==> src/sv/mwo_pkg.sv <==
// Shared types, constants and codes for the mecanum wheel odometry unit.
// No dependencies; imported by every module of the block.
`default_nettype none

package mwo_pkg;

    // Fixed field widths
    localparam int POSE_W      = 48;
    localparam int CFG_W       = 32;
    localparam int COEF_W      = 32;
    localparam int RATE_W      = 16;
    localparam int CFG_IDX_W   = 2;
    localparam int INC_LIM_BIT = 60;              // increments clip at +-2^60
    localparam int INC_W       = INC_LIM_BIT + 2; // signed increment width
    localparam int SUM_W       = 64;              // signed wheel combination
    localparam int MAG_W       = SUM_W - 1;       // magnitude of a combination
    localparam int PROD_W      = 64;              // shared multiplier product
    localparam int NUM_WHEELS  = 4;
    localparam int NUM_AXES    = 3;

    typedef logic signed [POSE_W-1:0] t_pose;
    typedef logic        [POSE_W-1:0] t_pose_mag;
    typedef logic signed [INC_W-1:0]  t_inc;
    typedef logic        [COEF_W-1:0] t_coef;
    typedef logic        [RATE_W-1:0] t_rate;
    typedef logic        [1:0]        t_axis;

    // Operation codes
    localparam logic OP_SAMPLE = 1'b0;
    localparam logic OP_CLEAR  = 1'b1;

    // Configuration register indexes
    typedef enum logic [CFG_IDX_W-1:0] {
        CFG_RAD_PER_TICK = 2'd0,
        CFG_LIN_COEFF    = 2'd1,
        CFG_ROT_COEFF    = 2'd2,
        CFG_RATE_HZ      = 2'd3
    } t_cfg_index;

    // Configuration reset values
    localparam t_coef RAD_PER_TICK_RST = 32'd3373259;
    localparam t_coef LIN_COEFF_RST    = 32'd94906266;
    localparam t_coef ROT_COEFF_RST    = 32'd344148042;
    localparam t_rate RATE_HZ_RST      = 16'd50;

    // Axis codes
    localparam t_axis AX_X       = 2'd0;
    localparam t_axis AX_Y       = 2'd1;
    localparam t_axis AX_HEADING = 2'd2;

    // Saturation magnitudes of the signed pose range
    localparam t_pose_mag POSE_POS_MAG = {1'b0, {(POSE_W-1){1'b1}}};
    localparam t_pose_mag POSE_NEG_MAG = {1'b1, {(POSE_W-1){1'b0}}};

    // Strobes from the sequencer to every wheel lane
    typedef struct packed {
        logic sample;
        logic mult;
        logic accum;
        logic clear;
    } t_lane_ctl;

    typedef enum logic [2:0] {
        ST_IDLE,
        ST_MUL,
        ST_ACC,
        ST_START,
        ST_WAIT,
        ST_DONE
    } t_state;

    typedef enum logic [2:0] {
        MG_IDLE,
        MG_MAG,
        MG_LO,
        MG_HI,
        MG_ADD,
        MG_FIN,
        MG_DRAIN1,
        MG_DRAIN2
    } t_merge_state;

endpackage

`default_nettype wire

==> src/sv/mwo_lane.sv <==
// One wheel lane: wrapped count difference, angle increment and saturating
// wheel angle accumulator. Depends on mwo_pkg.
`default_nettype none

module mwo_lane
    import mwo_pkg::*;
#(
    parameter int COUNT_BITS = 16,
    parameter int ANGLE_BITS = 56
) (
    input  wire logic                         i_clk,
    input  wire logic                         i_rst_n,
    input  wire t_lane_ctl                    i_ctl,
    input  wire logic                         i_first_sample,
    input  wire logic [COUNT_BITS-1:0]        i_count,
    input  wire t_coef                        i_rad_per_tick,
    output t_inc                              o_inc,
    output logic signed [ANGLE_BITS-1:0]      o_angle
);

    localparam int LPROD_W = COUNT_BITS + COEF_W;
    localparam int ACC_W   = ((ANGLE_BITS > INC_W) ? ANGLE_BITS : INC_W) + 1;

    logic [COUNT_BITS-1:0]          r_prev;
    logic [COUNT_BITS-1:0]          w_base;
    logic [COUNT_BITS-1:0]          w_diff;
    logic                           r_neg;
    logic [COUNT_BITS-1:0]          r_dmag;
    logic [LPROD_W-1:0]             r_prod;
    logic [PROD_W-1:0]              w_prod_ext;
    logic                           w_over;
    logic [INC_LIM_BIT:0]           w_mag;
    t_inc                           w_inc;
    t_inc                           r_inc;
    logic signed [ACC_W-1:0]        w_mag_ext;
    logic signed [ACC_W-1:0]        w_angle_ext;
    logic signed [ACC_W-1:0]        w_sum;
    logic [ACC_W-ANGLE_BITS:0]      w_top;
    logic signed [ANGLE_BITS-1:0]   w_angle_sat;
    logic signed [ANGLE_BITS-1:0]   r_angle;

    // Wrapped difference; the first sample compares against itself
    always_comb begin
        w_base = i_first_sample ? i_count : r_prev;
        w_diff = i_count - w_base;
    end

    // Clip the increment magnitude and apply it to the angle
    always_comb begin
        w_prod_ext  = PROD_W'(r_prod);
        w_over      = (w_prod_ext[PROD_W-1:INC_LIM_BIT+1] != '0) ||
                      (w_prod_ext[INC_LIM_BIT] && (w_prod_ext[INC_LIM_BIT-1:0] != '0));
        w_mag       = w_over ? {1'b1, {INC_LIM_BIT{1'b0}}} : w_prod_ext[INC_LIM_BIT:0];
        w_inc       = r_neg ? -$signed({1'b0, w_mag}) : $signed({1'b0, w_mag});
        w_mag_ext   = ACC_W'($signed({1'b0, w_mag}));
        w_angle_ext = ACC_W'(r_angle);
        w_sum       = r_neg ? (w_angle_ext - w_mag_ext) : (w_angle_ext + w_mag_ext);
        w_top       = w_sum[ACC_W-1:ANGLE_BITS-1];
        if ((&w_top) || !(|w_top)) begin
            w_angle_sat = w_sum[ANGLE_BITS-1:0];
        end else if (w_sum[ACC_W-1]) begin
            w_angle_sat = {1'b1, {(ANGLE_BITS-1){1'b0}}};
        end else begin
            w_angle_sat = {1'b0, {(ANGLE_BITS-1){1'b1}}};
        end
    end

    // Lane state
    always_ff @(posedge i_clk) begin
        if (!i_rst_n) begin
            r_prev  <= '0;
            r_angle <= '0;
        end else begin
            if (i_ctl.sample) begin
                r_prev <= i_count;
            end
            if (i_ctl.clear) begin
                r_angle <= '0;
            end else if (i_ctl.accum) begin
                r_angle <= w_angle_sat;
            end
        end
    end

    // Lane datapath: sign and magnitude, scale, hold increment
    always_ff @(posedge i_clk) begin
        if (i_ctl.sample) begin
            r_neg  <= w_diff[COUNT_BITS-1];
            r_dmag <= w_diff[COUNT_BITS-1] ? -w_diff : w_diff;
        end
        if (i_ctl.mult) begin
            r_prod <= LPROD_W'(r_dmag * i_rad_per_tick);
        end
        if (i_ctl.accum) begin
            r_inc <= w_inc;
        end
    end

    assign o_inc   = r_inc;
    assign o_angle = r_angle;

endmodule

`default_nettype wire

==> config.mk <==
export PLATFORM = sky130hd
export DESIGN_NAME = mwo_lane
export DESIGN_NICKNAME = d
export VERILOG_FILES = /design/src/sv/mwo_pkg.sv /design/src/sv/mwo_lane.sv
export SDC_FILE = /design/constraint.sdc
export NUM_CORES = 2
export LEC_CHECK = 0
export ABC_CLOCK_PERIOD_IN_PS = 12300
export BUFFER_PORTS_ARGS = -buffer_cell sky130_fd_sc_hd__buf_2
export CAP_MARGIN = 0
export CORE_ASPECT_RATIO = 0.5
export CORE_UTILIZATION = 50
export CTS_CLUSTER_DIAMETER = 50
export DETAILED_ROUTE_END_ITERATION = 10
export GPL_ROUTABILITY_DRIVEN = 0
export PLACE_DENSITY = 0.68
export SETUP_SLACK_MARGIN = 0.05
export SKIP_CTS_REPAIR_TIMING = 1
export SLEW_MARGIN = 10
export SYNTH_ARGS = -nofsm -noshare
export SYNTH_HDL_FRONTEND = slang
export SYNTH_SLANG_ARGS = --single-unit
export TNS_END_PERCENT = 20
==> constraint.sdc <==
create_clock -name i_clk -period 12.3 [get_ports i_clk]
set_input_delay 1.23 -clock i_clk [delete_from_list [all_inputs] [get_ports i_clk]]
set_output_delay 1.23 -clock i_clk [all_outputs]
set_load 0.005 [all_outputs]
==> results_tabular.tex <==
\begin{tabular}{lr}
\hline
Metric & Value \\
\hline
\multicolumn{2}{l}{\textbf{Finish}} \\
Share of cells above drive strength 1 & 8.05\% \\
Number of non-filler instances in the completed layout & 4074 \\
Commonest cells after routing, fill and taps aside & 488 x inv\_1, 420 x fa\_1, 401 x nand2\_1 \\
Net count reported at finish & 3970 \\
Area growth from synthesis to layout & 6.62\% \\
Leading cell type in the layout, fill and taps excluded & inv\_1 \\
\multicolumn{2}{l}{\textbf{STA}} \\
Number of setup violations in the final report & 0 \\
Portion of the clock cycle consumed by the worst path in the final layout & 63.7\% \\
Max Clock Freq & 128 MHz \\
Worst-Margin Slew & 1.14 ns \\
Number of failing hold endpoints at the final stage & 0 \\
Clock Skew & 0.0276 ns \\
Worst hold margin & 0.522 ns \\
RSZ-0062 raised after global routing & false \\
Number of pins with negative max-slew slack in the final report & 0 \\
Fin crit period & 7.84 ns \\
Relative slew slack & 23.6\% \\
Setup TNS Final & 0 ns \\
\multicolumn{2}{l}{\textbf{Global route}} \\
Total global routing overflow & 0 \\
Wire length of the first global-routing pass & 118 mm \\
Antenna violations before repair & 2 \\
Vias in the first global route & 22100 \\
GRT Util Overall & 25.7\% \\
Largest net degree at the start of global routing & 72 \\
\multicolumn{2}{l}{\textbf{Setup path}} \\
Cell breakdown of the critical path & buf\_4 > nand2\_1 > fa\_1 > fa\_1 > inv\_1 > fa\_1 > fa\_1 > fa\_1 > inv\_1 > fa\_1 > inv\_1 > ha\_1 > a21o\_1 > a21oi\_1 > o21ai\_0 > a221o\_1 > a221oi\_1 > a2bb2oi\_1 > a31oi\_1 > a311o\_1 > a21oi\_1 > xnor2\_1 \\
Element type at the critical path start & register \\
Data arrival time of the worst path & 8.05 ns \\
Required time at the endpoint of the critical path & 12.51 ns \\
Max stage delay cell, worst path & edfxtp\_1 \\
Most common cell on crit path & fa\_1 \\
Critical path capture point type & register \\
Setup slack of the most critical reg-to-reg path & 4.46 ns \\
Critical setup path kind & reg2reg \\
Worst path max stage delay & 0.93 ns \\
Critical Path Fanout Max & 18 \\
\multicolumn{2}{l}{\textbf{Drt}} \\
Post-route DRC & 0 \\
Routed met3 length & 5.45 mm \\
Violation count after the first detailed-routing iteration & 1831 \\
Wire per inst & 18.2 um \\
Number of nets with antenna violations after routing & 0 \\
Wire length after detailed routing & 74.2 mm \\
Top metal layer carrying routed signals & met4 \\
First-pass iteration count of the detailed router & 8 \\
Post-Route M1 WL & 34.0 mm \\
Ratio of routed vias to standard cells & 5.48 \\
Met2 routed WL & 33.5 mm \\
Vias after detailed routing & 22300 \\
\multicolumn{2}{l}{\textbf{Job}} \\
Number of violations of the max-capacitance limit & 0 \\
\multicolumn{2}{l}{\textbf{Floorplan}} \\
Placeable core region & 56400 um\^{}2 \\
Die Height & 172 um \\
Number of primary I/O pins & 173 \\
Initial Utilization & 51.3\% \\
Die area & 58900 um\^{}2 \\
Site row count & 61 \\
Chip width & 342 um \\
\multicolumn{2}{l}{\textbf{Placed design}} \\
HPWL Detailed & 57.9 mm \\
Quantity of I/O buffers inserted on ports & 172 \\
Placed insts & 4039 \\
\multicolumn{2}{l}{\textbf{Clock tree}} \\
Sinks on the clock net & 199 \\
CTS tree & built \\
Clock-pin slew on the worst setup and hold paths & 0.08 ns \\
H-tree levels & 4 \\
Clk Latency, worst-skew pair & 0.48 ns \\
Buffer levels on the longest clock path & 2 \\
TritonCTS Buffers & 17 \\
Root buffer selected by CTS & clkbuf\_16 \\
\multicolumn{2}{l}{\textbf{Synthesis}} \\
Cell type with the highest aggregate area in the netlist & fa\_1 \\
Synthesized Nets & 3911 \\
Mean instance size in the synthesized netlist & 8.93 um\^{}2 \\
Summed instance area of the synthesized netlist & 29000 um\^{}2 \\
Sequential element share of the synthesized area & 18.1\% \\
Share of flip-flops with an asynchronous set or reset & 0\% \\
Gate Count Post-Synth & 3243 \\
Number of synthesized register bits & 199 \\
Largest cells by area after synthesis & fa\_1 29\%, edfxtp\_1 13\%, ha\_1 8.3\% \\
Yosys Warn Count & 0 \\
Post-synth top flop & edfxtp\_1 \\
Distinct cell type count of the synthesized netlist & 78 \\
Share of the synthesized area in the top cell type & 29.0\% \\
Number of enable flip-flop cells after synthesis & 127 \\
\multicolumn{2}{l}{\textbf{Status}} \\
Outcome & complete, no violations \\
\multicolumn{2}{l}{\textbf{Worst hold path}} \\
Type of the worst min-delay path & reg2reg \\
\hline
\end{tabular}
-- sequential cells by signal, indices dropped and copies added (netlist names) --
register  count
r_prev       16
o_inc        62
r_dmag       16
r_prod       48
r_neg         1
o_angle      56
-- cells by family (layout without fill, tap and decap cells) --
family,count (synthesis),in the layout,share of synthesized area (%)
AO/OA/AOI/OAI,494,494,10.4
XOR/XNOR,215,215,6.56
adder cells (fa/ha/maj),618,618,37.6
buffers and inverters,643,715,8.59
flip-flops,199,199,18.1
multiplexers,36,36,1.25
other,0,3,0
AND/OR/NAND/NOR,1038,1038,17.5
-- worst paths after layout --
check,start,endpoint,cells after the start
max,r_dmag[15],r_prod[47],22
min,r_prev[7],r_prev[7],2
max reg2reg,r_dmag[15],r_prod[47],22
min reg2reg,r_prev[7],r_prev[7],2
-- stage by stage --
step / utilization (%) / instance area (um^2) / setup WS (ns)
2_1_floorplan: - / 29000 / 4.64
3_3_place_gp: 53.7 / 30300 / 4.23
3_5_place_dp: 53.7 / 30300 / 4.14
4_1_cts: 54.7 / 30900 / 4.53
5_1_grt: 54.7 / 30900 / 3.98
6_report: 54.7 / 30900 / 4.46
-- cell usage after synthesis, types with 5 or more instances --
master,count
a2111oi_0,5
a211oi_1,8
a21boi_0,10
a21o_1,48
a21oi_1,179
a21oi_2,10
a31o_2,6
a31oi_1,20
and2_1,234
and3_1,10
buf_1,5
buf_6,9
clkbuf_1,137
dfxtp_1,72
edfxtp_1,127
fa_1,420
ha_1,193
inv_1,488
maj3_1,5
mux2i_1,34
nand2_1,401
nand2b_1,36
nand3_1,26
nand4_1,22
nor2_1,168
nor2b_1,52
nor3_1,30
nor4_1,7
o211ai_1,10
o21a_1,14
o21ai_0,131
o21bai_1,13
or2_2,8
or3_1,18
or4_1,5
xnor2_1,168
xor2_1,45
-- critical path, delay by kind of cell, from the launching register on --
family	cells	cell delay, ns
AO/OA/AOI/OAI	9	2.43
flip-flops	1	0.93
AND/OR/NAND/NOR	1	0.11
buffers and inverters	4	0.53
XOR/XNOR	1	0.07
adder cells (fa/ha/maj)	7	3.51
-- cell type report --
type	count	area, um^2
Antenna cell	3	7.51
Clock buffer	18	429
Clock inverter	14	138
Fill cell	5046	25500
Inverter	488	1830
Multi-Input combinational cell	2401	21200
Sequential cell	199	5260
Tap cell	756	946
Timing Repair Buffer	195	1040
-- metal layers --
metal	vias up	GRT usage, %
met5	-	0
met4	0	6.42
met3	86	4.44
met2	787	40.8
met1	11000	36.6
li1	10400	-
Power is left out: the tool's default activity adds up to more than one toggle a clock period on the data nets, which glitch-free logic cannot reach.
